[config.mk]
export PLATFORM = sky130hd
export DESIGN_NAME = adaptive_traffic_generator
export DESIGN_NICKNAME = d
export VERILOG_FILES = /design/src/design/atg_pkg.sv /design/src/design/atg_div.sv /design/src/design/adaptive_traffic_generator.sv
export VERILOG_INCLUDE_DIRS = /design/src /design/src/design
export SDC_FILE = /design/constraint.sdc
export NUM_CORES = 2
export LEC_CHECK = 0
export ABC_CLOCK_PERIOD_IN_PS = 25300
export BUFFER_PORTS_ARGS = -buffer_cell sky130_fd_sc_hd__buf_2
export CAP_MARGIN = 20
export CORE_AREA = 2 2 478 480
export CTS_CLUSTER_DIAMETER = 50
export DETAILED_ROUTE_END_ITERATION = 6
export DIE_AREA = 0 0 480 482
export GPL_ROUTABILITY_DRIVEN = 0
export PLACE_DENSITY = 0.57
export SYNTH_ARGS = -nofsm -noshare
export SYNTH_HDL_FRONTEND = slang
export SYNTH_SLANG_ARGS = --single-unit
[constraint.sdc]
create_clock -name clock -period 25.3 [get_ports clock]
set_input_delay 5.06 -clock clock [delete_from_list [all_inputs] [get_ports clock]]
set_output_delay 5.06 -clock clock [all_outputs]
set_load 0.1 [all_outputs]
[src/design/adaptive_traffic_generator_defines.svh]
// Assertion macros shared by the traffic generator RTL.
`ifndef ADAPTIVE_TRAFFIC_GENERATOR_DEFINES_SVH
`define ADAPTIVE_TRAFFIC_GENERATOR_DEFINES_SVH

// Condition implies property in the same cycle.
`define ATG_ASSERT_IMPLY(label, clk, rst, cond, prop) \
   label: assert property (@(posedge clk) disable iff (rst) (cond) |-> (prop)) \
      else $error("traffic generator check failed");

// Condition implies property in the next cycle.
`define ATG_ASSERT_NEXT(label, clk, rst, cond, prop) \
   label: assert property (@(posedge clk) disable iff (rst) (cond) |=> (prop)) \
      else $error("traffic generator check failed");

`endif

[src/design/atg_pkg.sv]
// ----------------------------------------------------------------------------
// atg_pkg
// Codes, widths and the result record of the adaptive traffic generator.
// ----------------------------------------------------------------------------
`default_nettype none

package atg_pkg;

   localparam int RATE_W = 40;
   localparam int TICK_W = 64;
   localparam int LEN_W  = 16;
   localparam int IDX_W  = 3;

   // event codes
   localparam logic [1:0] OP_START = 2'd0;
   localparam logic [1:0] OP_SEND  = 2'd1;
   localparam logic [1:0] OP_LOSS  = 2'd2;
   localparam logic [1:0] OP_RX    = 2'd3;

   // scheduled event kinds
   localparam logic [1:0] KIND_NONE = 2'd0;
   localparam logic [1:0] KIND_SEND = 2'd1;
   localparam logic [1:0] KIND_LOSS = 2'd2;

   // modes
   localparam logic [1:0] MODE_STATIC = 2'd0;
   localparam logic [1:0] MODE_INCR   = 2'd1;
   localparam logic [1:0] MODE_BURST  = 2'd2;

   // register indexes
   localparam logic [IDX_W-1:0] CSR_MODE       = 3'd0;
   localparam logic [IDX_W-1:0] CSR_PACKET     = 3'd1;
   localparam logic [IDX_W-1:0] CSR_START_RATE = 3'd2;
   localparam logic [IDX_W-1:0] CSR_STOP       = 3'd3;
   localparam logic [IDX_W-1:0] CSR_LOSS_INT   = 3'd4;
   localparam logic [IDX_W-1:0] CSR_LOSS_WAIT  = 3'd5;
   localparam logic [IDX_W-1:0] CSR_BURST_W    = 3'd6;
   localparam logic [IDX_W-1:0] CSR_BURST_GAP  = 3'd7;

   localparam logic [LEN_W-1:0] MIN_FRAME  = 16'd22;
   localparam int               LOSS_LIMIT = 10;

   typedef struct packed {
      logic              tx_valid;
      logic [TICK_W-1:0] tx_timestamp;
      logic [LEN_W-1:0]  tx_length;
      logic [1:0]        next_kind;
      logic [TICK_W-1:0] next_tick;
      logic              rx_counted;
      logic [TICK_W-1:0] latency_ticks;
      logic              min_rate_hit;
   } res_type;

endpackage

`default_nettype wire

[src/design/atg_div.sv]
// ----------------------------------------------------------------------------
// atg_div
// Bit-serial restoring divider: one quotient bit per cycle.
// ----------------------------------------------------------------------------
`default_nettype none

module atg_div #(
   parameter int W = 40
) (
   input  wire logic         clock,
   input  wire logic         reset,
   input  wire logic         start,
   input  wire logic [W-1:0] dividend,
   input  wire logic [W-1:0] divisor,
   output logic              done,
   output logic [W-1:0]      quotient
);

   localparam int CW = $clog2(W + 1);

   logic          busy_ff;
   logic          done_ff;
   logic [CW-1:0] cnt_ff;
   logic [W-1:0]  rem_ff;
   logic [W-1:0]  quo_ff;
   logic [W-1:0]  dvs_ff;

   logic [W:0]    trial;
   logic [W:0]    diff;
   logic          fits;
   logic [W-1:0]  rem_in;
   logic [W-1:0]  quo_in;

   // shift the next dividend bit into the remainder, subtract when it fits
   always_comb begin
      trial  = {rem_ff, quo_ff[W-1]};
      diff   = trial - {1'b0, dvs_ff};
      fits   = trial >= {1'b0, dvs_ff};
      rem_in = fits ? diff[W-1:0] : trial[W-1:0];
      quo_in = {quo_ff[W-2:0], fits};
   end

   always_ff @(posedge clock) begin
      if (reset) begin
         busy_ff <= 1'b0;
         done_ff <= 1'b0;
         cnt_ff  <= '0;
      end else begin
         done_ff <= 1'b0;
         if (start) begin
            busy_ff <= 1'b1;
            cnt_ff  <= CW'(W);
         end else if (busy_ff) begin
            cnt_ff <= cnt_ff - 1'b1;
            if (cnt_ff == CW'(1)) begin
               busy_ff <= 1'b0;
               done_ff <= 1'b1;
            end
         end
      end
   end

   always_ff @(posedge clock) begin
      if (start) begin
         rem_ff <= '0;
         quo_ff <= dividend;
         dvs_ff <= divisor;
      end else if (busy_ff) begin
         rem_ff <= rem_in;
         quo_ff <= quo_in;
      end
   end

   assign done     = done_ff;
   assign quotient = quo_ff;

endmodule

`default_nettype wire

[src/design/adaptive_traffic_generator.sv]
// ----------------------------------------------------------------------------
// adaptive_traffic_generator
// Event-driven packet scheduler with static, loss-probing and burst modes.
// ----------------------------------------------------------------------------
//  channel | direction | handshake          | payload
//  req     | in        | req_valid/req_stall | event, tick and received frame
//  rsp     | out       | rsp_valid/rsp_stall | frame request, next event, rate
//  csr     | in        | csr_write           | csr_index, csr_data
//
//  One event at a time, from one accepted transfer to the next: start,
//  received frame and any event that schedules nothing pass S_PREP and
//  S_DONE; a send due adds one divider pass, S_SEL and S_SCHED, and a loss
//  check adds two passes. Each pass of the bit-serial divider holds its wait
//  state until the done flag: one pass for the period, one for the rate step.
//  Synchronous reset clears the rate to one and all counters.
//  A finished result waits in the output register while the next event is
//  taken; a held rsp_stall only delays the hand-over at the end of an event.
// ----------------------------------------------------------------------------
`default_nettype none

`include "adaptive_traffic_generator_defines.svh"

module adaptive_traffic_generator #(
   parameter logic [63:0] TICKS_PER_SECOND = 64'd1000000000000,
   parameter int          COUNT_WIDTH      = 32
) (
   input  wire logic                         clock,
   input  wire logic                         reset,
   input  wire logic                         req_valid,
   output logic                              req_stall,
   input  wire logic [1:0]                   req_op,
   input  wire logic [atg_pkg::TICK_W-1:0]   req_now,
   input  wire logic [atg_pkg::TICK_W-1:0]   req_start_at,
   input  wire logic                         req_link_accepted,
   input  wire logic [atg_pkg::LEN_W-1:0]    req_rx_length,
   input  wire logic                         req_rx_address_match,
   input  wire logic [atg_pkg::TICK_W-1:0]   req_rx_timestamp,
   output logic                              rsp_valid,
   input  wire logic                         rsp_stall,
   output logic                              rsp_tx_valid,
   output logic [atg_pkg::TICK_W-1:0]        rsp_tx_timestamp,
   output logic [atg_pkg::LEN_W-1:0]         rsp_tx_length,
   output logic [1:0]                        rsp_next_kind,
   output logic [atg_pkg::TICK_W-1:0]        rsp_next_tick,
   output logic [atg_pkg::RATE_W-1:0]        rsp_current_rate,
   output logic                              rsp_rx_counted,
   output logic [atg_pkg::TICK_W-1:0]        rsp_latency_ticks,
   output logic                              rsp_min_rate_hit,
   input  wire logic                         csr_write,
   input  wire logic [atg_pkg::IDX_W-1:0]    csr_index,
   input  wire logic [atg_pkg::TICK_W-1:0]   csr_data
);

   import atg_pkg::*;

   localparam logic [RATE_W-1:0] TPS      = TICKS_PER_SECOND[RATE_W-1:0];
   localparam logic [RATE_W-1:0] TPS_HALF = TPS >> 1;

   typedef enum logic [8:0] {
      S_IDLE     = 9'b000000001,
      S_PREP     = 9'b000000010,
      S_DIV_STEP = 9'b000000100,
      S_ADJ      = 9'b000001000,
      S_PER_GO   = 9'b000010000,
      S_DIV_PER  = 9'b000100000,
      S_SEL      = 9'b001000000,
      S_SCHED    = 9'b010000000,
      S_DONE     = 9'b100000000
   } state_type;

   // configuration
   logic [1:0]        mode_ff;
   logic [LEN_W-1:0]  psize_ff;
   logic [RATE_W-1:0] srate_ff;
   logic [TICK_W-1:0] stop_ff;
   logic [31:0]       lint_ff;
   logic [TICK_W-1:0] lwait_ff;
   logic [TICK_W-1:0] bwidth_ff;
   logic [TICK_W-1:0] bgap_ff;

   // latched event
   logic [1:0]        op_ff;
   logic [TICK_W-1:0] sa_ff;
   logic              link_ff;
   logic [LEN_W-1:0]  rxlen_ff;
   logic              rxmatch_ff;
   logic [TICK_W-1:0] rxts_ff;

   state_type              state_ff, state_in;
   logic [TICK_W-1:0]      now_ff, now_in;
   logic [TICK_W-1:0]      room_ff, room_in;
   logic [RATE_W-1:0]      rate_ff, rate_in;
   logic [TICK_W-1:0]      burst_ff, burst_in;
   logic [COUNT_WIDTH-1:0] sent_ff, sent_in;
   logic [COUNT_WIDTH-1:0] recv_ff, recv_in;
   res_type                res_ff, res_in;
   logic [TICK_W-1:0]      delay_ff, delay_in;
   logic [1:0]             kind_ff, kind_in;
   logic                   chain_ff, chain_in;
   logic                   bflag_ff, bflag_in;
   logic                   losshi_ff, losshi_in;
   logic                   rsp_valid_ff, rsp_valid_in;
   res_type                rsp_ff, rsp_in;
   logic [RATE_W-1:0]      rsp_rate_ff, rsp_rate_in;

   // divider
   logic              div_start;
   logic [RATE_W-1:0] div_dividend;
   logic [RATE_W-1:0] div_divisor;
   logic              div_done;
   logic [RATE_W-1:0] div_quo;

   logic              req_accept;
   logic [TICK_W-1:0] first_tick;
   logic [RATE_W-1:0] rate_clamp;
   logic [RATE_W-1:0] step_div;
   logic [RATE_W-1:0] step_val;
   logic [TICK_W-1:0] per_val;

   assign req_stall  = state_ff != S_IDLE;
   assign req_accept = req_valid && !req_stall;

   assign first_tick = (now_ff > sa_ff) ? now_ff : sa_ff;
   assign rate_clamp = (srate_ff == '0) ? RATE_W'(1)
                     : ((srate_ff > TPS) ? TPS : srate_ff);
   assign step_div   = (psize_ff == '0) ? RATE_W'(1) : RATE_W'({psize_ff, 3'b000});
   assign step_val   = (div_quo == '0) ? RATE_W'(1) : div_quo;
   assign per_val    = TICK_W'(div_quo);

   atg_div #(
      .W (RATE_W)
   ) u_div (
      .clock    (clock),
      .reset    (reset),
      .start    (div_start),
      .dividend (div_dividend),
      .divisor  (div_divisor),
      .done     (div_done),
      .quotient (div_quo)
   );

   always_comb begin
      state_in     = state_ff;
      now_in       = now_ff;
      room_in      = room_ff;
      rate_in      = rate_ff;
      burst_in     = burst_ff;
      sent_in      = sent_ff;
      recv_in      = recv_ff;
      res_in       = res_ff;
      delay_in     = delay_ff;
      kind_in      = kind_ff;
      chain_in     = chain_ff;
      bflag_in     = bflag_ff;
      losshi_in    = losshi_ff;
      rsp_valid_in = rsp_valid_ff && rsp_stall;
      rsp_in       = rsp_ff;
      rsp_rate_in  = rsp_rate_ff;
      div_start    = 1'b0;
      div_dividend = TPS;
      div_divisor  = rate_ff;

      case (state_ff)
         S_IDLE: begin
            if (req_accept) begin
               state_in = S_PREP;
               now_in   = req_now;
               res_in   = '0;
               chain_in = 1'b0;
               bflag_in = 1'b0;
            end
         end
         S_PREP: begin
            room_in  = stop_ff - now_ff;
            state_in = S_DONE;
            case (op_ff)
               OP_START: begin
                  rate_in = rate_clamp;
                  if (first_tick < stop_ff) begin
                     res_in.next_kind = KIND_SEND;
                     res_in.next_tick = first_tick + 1'b1;
                     if (mode_ff == MODE_BURST) begin
                        burst_in = first_tick + 1'b1;
                     end
                  end
               end
               OP_SEND: begin
                  if (now_ff <= stop_ff) begin
                     res_in.tx_valid     = 1'b1;
                     res_in.tx_timestamp = now_ff;
                     res_in.tx_length    = psize_ff;
                     if (link_ff) begin
                        sent_in = sent_ff + 1'b1;
                     end
                     if (now_ff < stop_ff && (mode_ff == MODE_STATIC
                           || mode_ff == MODE_INCR || mode_ff == MODE_BURST)) begin
                        div_start = 1'b1;
                        state_in  = S_DIV_PER;
                     end
                  end
               end
               OP_LOSS: begin
                  if (now_ff <= stop_ff) begin
                     losshi_in    = (sent_ff > recv_ff)
                        && ((sent_ff - recv_ff) >= COUNT_WIDTH'(LOSS_LIMIT));
                     div_start    = 1'b1;
                     div_dividend = TPS_HALF;
                     div_divisor  = step_div;
                     state_in     = S_DIV_STEP;
                  end
               end
               default: begin
                  if (rxlen_ff >= MIN_FRAME && rxmatch_ff && rxts_ff <= now_ff) begin
                     recv_in              = recv_ff + 1'b1;
                     res_in.rx_counted    = 1'b1;
                     res_in.latency_ticks = now_ff - rxts_ff;
                  end
               end
            endcase
         end
         S_DIV_STEP: begin
            if (div_done) begin
               state_in = S_ADJ;
            end
         end
         S_ADJ: begin
            if (!losshi_ff) begin
               if (step_val > TPS - rate_ff) begin
                  rate_in = TPS;
               end else begin
                  rate_in = rate_ff + step_val;
               end
            end else if (step_val >= rate_ff) begin
               rate_in             = RATE_W'(1);
               res_in.min_rate_hit = 1'b1;
            end else begin
               rate_in = rate_ff - step_val;
            end
            sent_in  = '0;
            recv_in  = '0;
            chain_in = losshi_ff;
            state_in = S_PER_GO;
         end
         S_PER_GO: begin
            div_start = 1'b1;
            state_in  = S_DIV_PER;
         end
         S_DIV_PER: begin
            if (div_done) begin
               state_in = S_SEL;
            end
         end
         S_SEL: begin
            delay_in = per_val;
            kind_in  = KIND_SEND;
            state_in = S_SCHED;
            if (op_ff == OP_SEND) begin
               case (mode_ff)
                  MODE_INCR: begin
                     if (64'(sent_ff) == 64'(lint_ff)) begin
                        delay_in = lwait_ff;
                        kind_in  = KIND_LOSS;
                     end
                  end
                  MODE_BURST: begin
                     if ((now_ff - burst_ff) > bwidth_ff) begin
                        delay_in = bgap_ff;
                        bflag_in = 1'b1;
                     end
                  end
                  default: begin
                  end
               endcase
            end
         end
         S_SCHED: begin
            state_in = S_DONE;
            if (delay_ff <= room_ff) begin
               if (chain_ff) begin
                  // wait out in-flight frames after the period
                  now_in   = now_ff + delay_ff;
                  room_in  = room_ff - delay_ff;
                  delay_in = lwait_ff;
                  chain_in = 1'b0;
                  state_in = S_SCHED;
               end else begin
                  res_in.next_kind = kind_ff;
                  res_in.next_tick = now_ff + delay_ff;
                  if (bflag_ff) begin
                     burst_in = now_ff + delay_ff;
                  end
               end
            end
         end
         S_DONE: begin
            if (!rsp_valid_ff || !rsp_stall) begin
               rsp_valid_in = 1'b1;
               rsp_in       = res_ff;
               rsp_rate_in  = rate_ff;
               state_in     = S_IDLE;
            end
         end
         default: begin
            state_in = S_IDLE;
         end
      endcase
   end

   always_ff @(posedge clock) begin
      if (reset) begin
         state_ff     <= S_IDLE;
         rate_ff      <= RATE_W'(1);
         burst_ff     <= '0;
         sent_ff      <= '0;
         recv_ff      <= '0;
         rsp_valid_ff <= 1'b0;
      end else begin
         state_ff     <= state_in;
         rate_ff      <= rate_in;
         burst_ff     <= burst_in;
         sent_ff      <= sent_in;
         recv_ff      <= recv_in;
         rsp_valid_ff <= rsp_valid_in;
      end
   end

   always_ff @(posedge clock) begin
      now_ff      <= now_in;
      room_ff     <= room_in;
      res_ff      <= res_in;
      delay_ff    <= delay_in;
      kind_ff     <= kind_in;
      chain_ff    <= chain_in;
      bflag_ff    <= bflag_in;
      losshi_ff   <= losshi_in;
      rsp_ff      <= rsp_in;
      rsp_rate_ff <= rsp_rate_in;
   end

   // hold the event fields for the whole transfer
   always_ff @(posedge clock) begin
      if (req_accept) begin
         op_ff      <= req_op;
         sa_ff      <= req_start_at;
         link_ff    <= req_link_accepted;
         rxlen_ff   <= req_rx_length;
         rxmatch_ff <= req_rx_address_match;
         rxts_ff    <= req_rx_timestamp;
      end
   end

   always_ff @(posedge clock) begin
      if (reset) begin
         mode_ff   <= MODE_STATIC;
         psize_ff  <= 16'd64;
         srate_ff  <= 40'd1000000;
         stop_ff   <= '1;
         lint_ff   <= 32'd1000;
         lwait_ff  <= 64'd1000000;
         bwidth_ff <= 64'd1000000;
         bgap_ff   <= 64'd1000000;
      end else if (csr_write) begin
         case (csr_index)
            CSR_MODE:       mode_ff   <= csr_data[1:0];
            CSR_PACKET:     psize_ff  <= csr_data[LEN_W-1:0];
            CSR_START_RATE: srate_ff  <= csr_data[RATE_W-1:0];
            CSR_STOP:       stop_ff   <= csr_data;
            CSR_LOSS_INT:   lint_ff   <= csr_data[31:0];
            CSR_LOSS_WAIT:  lwait_ff  <= csr_data;
            CSR_BURST_W:    bwidth_ff <= csr_data;
            CSR_BURST_GAP:  bgap_ff   <= csr_data;
            default: begin
            end
         endcase
      end
   end

   assign rsp_valid         = rsp_valid_ff;
   assign rsp_tx_valid      = rsp_ff.tx_valid;
   assign rsp_tx_timestamp  = rsp_ff.tx_timestamp;
   assign rsp_tx_length     = rsp_ff.tx_length;
   assign rsp_next_kind     = rsp_ff.next_kind;
   assign rsp_next_tick     = rsp_ff.next_tick;
   assign rsp_current_rate  = rsp_rate_ff;
   assign rsp_rx_counted    = rsp_ff.rx_counted;
   assign rsp_latency_ticks = rsp_ff.latency_ticks;
   assign rsp_min_rate_hit  = rsp_ff.min_rate_hit;

   `ATG_ASSERT_IMPLY(a_rate_range, clock, reset, 1'b1, rate_ff != '0 && rate_ff <= TPS)
   `ATG_ASSERT_NEXT(a_accept_prep, clock, reset, req_accept, state_ff == S_PREP)
   `ATG_ASSERT_IMPLY(a_no_sched_tick, clock, reset, rsp_valid && rsp_next_kind == KIND_NONE, rsp_next_tick == '0)

endmodule

`default_nettype wire

**Word-level counts from Yosys, hierarchy flattened**

Cells that the tools add are included.

- Add/subtract/negate cells: 14
- Order comparisons: 14
- Eq/ne operators: 44
- Multiplexer cells: 94
- Bitwise operators: 1
- Reduce and logical (&&, ||, !) cells: 56

Operators by type and width:

| kind | number |
|---|---|
| $mux 64 | 17 |
| $mux 40 | 16 |
| $pmux 64 s2 | 5 |
| $mux 66 | 4 |
| $sub 64x64->64 | 4 |
| $mux 213 | 1 |
| $pmux 66 s3 | 1 |
| $le 64x64->1 | 3 |
| $mux 81 | 2 |
| $pmux 81 s2 | 1 |
| $mux 32 | 5 |
| $mux 65 | 2 |
| $pmux 65 s2 | 1 |
| $gt 64x64->1 | 2 |
| $lt 64x64->1 | 2 |
| $pmux 32 s2 | 2 |
| $mux 9 | 9 |
| $pmux 9 s9 | 1 |
| $logic_not 40->1 | 2 |
| $pmux 40 s2 | 1 |
| $sub 40x40->40 | 2 |
| $add 32x1->32 const B | 2 |
| $add 64x1->64 const B | 1 |
| $add 64x64->64 | 1 |
| other kinds (54) | 136 |

- Bits in registers: 1463
- Bits of input ports: 284
- Output and inout port bits: 255
- Logic and storage cells: 274

**Logic depth before layout (Yosys ltp)**

- Depth in word-level cells: 9
- Mapped depth: 30
- Mapped depth without buffers: 29

**By module**

From an unflattened synthesis, not the netlist that was laid out.

- Cells, all modules: 10047
- Area, all modules: 90456.8 um^2

By module, submodules not included:

| module | instances | cells each | area each (um^2) | seq. area each (um^2) |
|---|---|---|---|---|
| adaptive_traffic_generator | 1 | 9286 | 82892.0 | 34813.4 |
| atg_div | 1 | 761 | 7564.8 | 3363.2 |

**Worst setup path before layout**

OpenSTA, ideal clock, no wires.

- Path type: input port to flip-flop
- From: input port rsp_stall
- To: register rsp_rate_ff[0] (netlist: rsp_current_rate[0]), enable pin
- Setup time: 0.949 ns
- Arrival time: 16.907 ns
- Data required time: 24.351 ns
- Setup slack: 7.444 ns
- Stages on the path: 1
- Path buffers: 0
- Cells stage by stage: a21oi_1

- Cells in the longest elaborated chain, start to end: 3

RTL lines:

| what | RTL line | RTL |
|---|---|---|
| start: declaration | adaptive_traffic_generator.sv:39 | `input wire logic rsp_stall,` |
| $logic_not 1->1 | adaptive_traffic_generator.sv:296 | `if (!rsp_valid_ff \|\| !rsp_stall) begin` |
| $logic_or 1x1->1 | adaptive_traffic_generator.sv:296 |  |
| $reduce_and 2->1 (no line) | - |  |
| end signal: assignment | adaptive_traffic_generator.sv:337 | `rsp_rate_ff <= rsp_rate_in;` |
| end: declaration | adaptive_traffic_generator.sv:104 | `logic [RATE_W-1:0] rsp_rate_ff, rsp_rate_in;` |

Every way passes these cells.
A chain may end at the register's enable or synchronous reset.

**Worst setup path after layout**

- From: register now_ff[0]
- To: register delay_ff[44] (data pin)

- Cells in the longest elaborated chain, start to end: 6

RTL lines:

| what | RTL line | RTL |
|---|---|---|
| start: declaration | adaptive_traffic_generator.sv:90 | `logic [TICK_W-1:0] now_ff, now_in;` |
| start signal: assignment | adaptive_traffic_generator.sv:328 | `now_ff <= now_in;` |
| $sub 64x64->64 | adaptive_traffic_generator.sv:266 | `if ((now_ff - burst_ff) > bwidth_ff) begin` |
| $gt 64x64->1 | adaptive_traffic_generator.sv:266 |  |
| $mux 64 | adaptive_traffic_generator.sv:266 |  |
| $pmux 64 s2 | adaptive_traffic_generator.sv:258 | `case (mode_ff)` |
| $mux 64 | adaptive_traffic_generator.sv:257 | `if (op_ff == OP_SEND) begin` |
| $pmux 64 s2 | adaptive_traffic_generator.sv:163 | `case (state_ff)` |
| via delay_in[44] | adaptive_traffic_generator.sv:97 | `logic [TICK_W-1:0] delay_ff, delay_in;` |
| end signal: assignment | adaptive_traffic_generator.sv:331 | `delay_ff <= delay_in;` |
| end: declaration | adaptive_traffic_generator.sv:97 |  |

The timed path passes the listed nets, and every way through them passes these cells.

==> impl_results.md <==
* Asr flop ratio synth at 0%
* Total of buffers placed on input and output ports at roughly 540
* Proportion of layout cells with a drive suffix above 1 at a little over a tenth
* Number of hold buffers added after CTS at 0
* Mapped Cells at about 10000
* Ranking of synthesized cells by area: sky130_fd_sc_hd__edfxtp_1 (30%), sky130_fd_sc_hd__dfxtp_1 (13%), sky130_fd_sc_hd__ha_1 (9.9%)
* Worst Setup SP: now_ff[0]$_DFFE_PP_
* Wire length of the first global-routing pass at about 500000 um
* Via-per-instance ratio at 5.83
* Post-synth top flop: sky130_fd_sc_hd__edfxtp_1
* Max-slew violation count at 0
* I/O pin cnt at about 540
* Peak clock frequency supported by timing at about 100 MHz
* Antenna Nets Post-Route at 0
* Start point of the worst hold path: res_ff[20]$_SDFFCE_PN0P_
* Number of sinks handled by clock tree synthesis at roughly 1500
* Pre-CTS setup slack at 15.21 ns
* Post-detailed-route wirelength per cell at 24.9 um
* Global Route Usage Sum at approximately 28%
* Max Clock Skew at 0.0758 ns
* Worst VDD drop at about 0.054 mV
* Area after detailed placement at about 96000 um2
* Final design area excluding fillers at slightly above 100000 um2
* Number of fill cells in the layout at 21900
* Final cell count without fillers at roughly 14000
* Post_cts resized at 0
* Post-synthesis area per instance at between 8 and 9 um2
* Nature of the critical path startpoint: register
* Transition time at the pin with the least slew margin at between 1 and 1.5 ns
* Site Rows at 175
* DR vias at roughly 80000
* Register with the most flip-flops: res_ff
* Vias in the first global route at about 74000
* Residual DRC at 0
* Setup TNS at 0 ns
* Worst setup path end: delay_ff[44]$_DFFE_PP_
* Maximum fanout along the worst path at 42
* Final setup violation count at 0
* Setup repair after global routing missed its margin: false
* Number of cells traversed by the worst register-to-register path at 30
* DIE HEIGHT at ~480 um
* Share of the synthesized area in the top cell type at 29.7%
* CP Data Arrival Time at about 11 ns
* Longest individual stage delay on the worst path at 0.83 ns
* Static Leakage at approximately 42 nW
* Final hold violation count at 0
* Net count after synthesis at roughly 11000
* Clk_lat worst skew at between 0.9 and 1 ns
* Category of the worst setup path capture point: register
* Total power per unit cell area at between 70 and 80 nW/um2
* Number of clock buffers inserted by TritonCTS at 200
* Horiz. Die Dim at around 480 um
* Max FFs per register at between 200 and 250
* Reg-to-Reg End: delay_ff[44]$_DFFE_PP_
* Post-CTS Setup Inserts at 0
* Class of the most critical hold timing path: register to register
* Area of the core at around 230000 um2
* End-of-flow core utilization at between 40% and 50%
* Warning count from the yosys run at 0
* Reg-to-Reg Start: now_ff[0]$_DFFE_PP_
* Gr ovfl total at 0
* WL final at around 340000 um
* H-tree level count at 4
* Synth-to-layout area growth at 14.1%
* Seq cells post-synth at between 1000 and 1500
* Type of the setup path with the least slack: register to register
* Crit path time final at just over 10 ns
* HPWL after DPL at 259000 um
* # Max-Cap Violations at 0
* Endpoint required time on the critical path at about 26 ns
* Cell type contributing the most total cell area after synthesis: sky130_fd_sc_hd__edfxtp_1
* Final net count at 11400
* Status: completed
* Initial Util at around two fifths
* Placed instance count at roughly 13000
* DRT Pass-1 Iters at 6
* Mapped cell area at approximately 90000 um2
* Maximum root-to-sink buffer count at 3
* Final setup margin at ~15 ns
* Initial antenna violation count at 65
* Post-synth EDFFs at just under 900
* Netlist cell types at 98
* Final clock period utilization by the worst path at approximately 41%
* Die ar. at ~230000 um2
* Total power at ~8 mW
* Pin count of the biggest net entering global routing at 165
* Max-slew headroom at 21.7%
* Clock slew at reported path FFs at approximately 0.060 ns
* Register-to-register setup slack at ~15 ns
* Sequential cell area fraction in the yosys report at 42.4%
* Slowest-stage cell, CP: sky130_fd_sc_hd__nor4_1
* Clock root cell: sky130_fd_sc_hd__clkbuf_16
* Iteration-0 DRC Markers at around 8900
* Clock tree from TritonCTS: yes
* Fin Hold WS at about 0.4 ns
layout by cell type (no fill, tap or decap), types with 27 or more instances in the layout:
| cell type | n |
|---|---|
| sky130_fd_sc_hd__a22o_1 | 71 |
| sky130_fd_sc_hd__o21a_1 | 121 |
| sky130_fd_sc_hd__o21bai_1 | 91 |
| sky130_fd_sc_hd__o21ai_0 | 577 |
| sky130_fd_sc_hd__diode_2 | 37 |
| sky130_fd_sc_hd__a31oi_1 | 46 |
| sky130_fd_sc_hd__dfxtp_1 | 571 |
| sky130_fd_sc_hd__nand4_1 | 158 |
| sky130_fd_sc_hd__nor2_1 | 662 |
| sky130_fd_sc_hd__o211ai_1 | 144 |
| sky130_fd_sc_hd__and3_1 | 83 |
| sky130_fd_sc_hd__nor3_1 | 173 |
| sky130_fd_sc_hd__nand2_1 | 1414 |
| sky130_fd_sc_hd__a211oi_1 | 114 |
| sky130_fd_sc_hd__or2_2 | 33 |
| sky130_fd_sc_hd__nor4_1 | 88 |
| sky130_fd_sc_hd__nand2b_1 | 82 |
| sky130_fd_sc_hd__inv_6 | 27 |
| sky130_fd_sc_hd__or3_1 | 39 |
| sky130_fd_sc_hd__nor2b_1 | 78 |
| sky130_fd_sc_hd__a21oi_1 | 885 |
| sky130_fd_sc_hd__mux2i_1 | 116 |
| sky130_fd_sc_hd__clkbuf_16 | 205 |
| sky130_fd_sc_hd__ha_1 | 713 |
| sky130_fd_sc_hd__inv_1 | 801 |
| sky130_fd_sc_hd__o31ai_1 | 37 |
| sky130_fd_sc_hd__a21o_1 | 272 |
| sky130_fd_sc_hd__nand3_1 | 196 |
| sky130_fd_sc_hd__a221oi_1 | 39 |
| sky130_fd_sc_hd__buf_4 | 83 |
| sky130_fd_sc_hd__xor2_1 | 186 |
| sky130_fd_sc_hd__buf_2 | 537 |
| sky130_fd_sc_hd__edfxtp_1 | 890 |
| sky130_fd_sc_hd__and2_1 | 74 |
| sky130_fd_sc_hd__xnor2_1 | 336 |
worst max-delay path: cells and delay by family, from the launching register on:
family	cells	cell delay (ns)
compound gates	11	3.64
xor+xnor	1	0.12
fa+ha+maj	3	0.97
buf+inv	5	1.14
flops	1	0.51
simple gates	10	3.65
cell families (layout without fill, tap and decap cells):
logic type	Yosys count	in the layout	share of synthesized area, %
buf+inv	1256	1814	5.35
xor+xnor	522	522	5.08
mux	128	128	1.44
other cells	0	37	0
fa+ha+maj	723	723	10.1
compound gates	2745	2745	19.5
simple gates	3195	3195	16.1
flops	1462	1462	42.4
final cells by class:
cell class	count	area, um2	area share (%)
Antenna cell	37	92.6	0.0902
Clock buffer	231	5290	5.15
Clock inverter	148	1660	1.62
Inverter	806	3030	2.95
Multi-Input combinational cell	7313	47200	46.0
Sequential cell	1462	38200	37.2
Tap cell	3009	3760	3.67
Timing Repair Buffer	629	3470	3.38
metal layers:
metal	track usage, %	share of wire [%]	up-vias	wire, um
met4	14.3	5.3	24	18200
met3	4.69	8.0	748	27300
li1	-	-	36700	-
met1	37.7	42	38400	142000
met2	44.6	45	3633	152000
met5	0	0.038	-	128
worst min path at each step:
stage,slack [ns],to,cells past startpoint
after CTS,0.41,rsp_latency_ticks[19]$_DFFE_PP_,0
final,0.41,rsp_latency_ticks[19]$_DFFE_PP_,0
after global routing,0.41,rsp_latency_ticks[52]$_DFFE_PP_,0
after detailed placement,0.40,rsp_latency_ticks[26]$_DFFE_PP_,0
after floorplan,0.40,rsp_latency_ticks[0]$_DFFE_PP_,0
after global placement,0.40,rsp_latency_ticks[44]$_DFFE_PP_,0
synthesized netlist by cell type, types with 23 or more instances:
cell type / count
sky130_fd_sc_hd__o21a_1: 121
sky130_fd_sc_hd__nand2b_1: 83
sky130_fd_sc_hd__xor2_1: 186
sky130_fd_sc_hd__dfxtp_1: 572
sky130_fd_sc_hd__o211ai_1: 144
sky130_fd_sc_hd__and2_1: 74
sky130_fd_sc_hd__inv_1: 804
sky130_fd_sc_hd__a22o_1: 71
sky130_fd_sc_hd__ha_1: 714
sky130_fd_sc_hd__a311oi_1: 23
sky130_fd_sc_hd__a21boi_0: 25
sky130_fd_sc_hd__o21bai_1: 91
sky130_fd_sc_hd__nor3_1: 175
sky130_fd_sc_hd__o31ai_1: 37
sky130_fd_sc_hd__nor4_1: 90
sky130_fd_sc_hd__o21ai_0: 578
sky130_fd_sc_hd__buf_2: 30
sky130_fd_sc_hd__a211oi_1: 114
sky130_fd_sc_hd__clkbuf_1: 389
sky130_fd_sc_hd__a31oi_1: 46
sky130_fd_sc_hd__nor2_1: 668
sky130_fd_sc_hd__edfxtp_1: 890
sky130_fd_sc_hd__or2_2: 33
sky130_fd_sc_hd__nand4_1: 158
sky130_fd_sc_hd__nor2b_1: 78
sky130_fd_sc_hd__a221oi_1: 39
sky130_fd_sc_hd__and3_1: 83
sky130_fd_sc_hd__nand2_1: 1421
sky130_fd_sc_hd__nand3_1: 198
sky130_fd_sc_hd__mux2i_1: 116
sky130_fd_sc_hd__a21o_1: 272
sky130_fd_sc_hd__a211o_1: 24
sky130_fd_sc_hd__xnor2_1: 336
sky130_fd_sc_hd__or3_1: 39
sky130_fd_sc_hd__a21oi_1: 887
sky130_fd_sc_hd__and4_1: 26
where the power goes:
group / leakage (nW) / switching (mW) / internal [mW]
logic: 25.8 / 1.26 / 0.724
clock network: 3.33 / 1.23 / 1.67
registers: 13.0 / 0.143 / 2.77
total: 42.1 / 2.63 / 5.16
(Power assumes the default switching activity.)
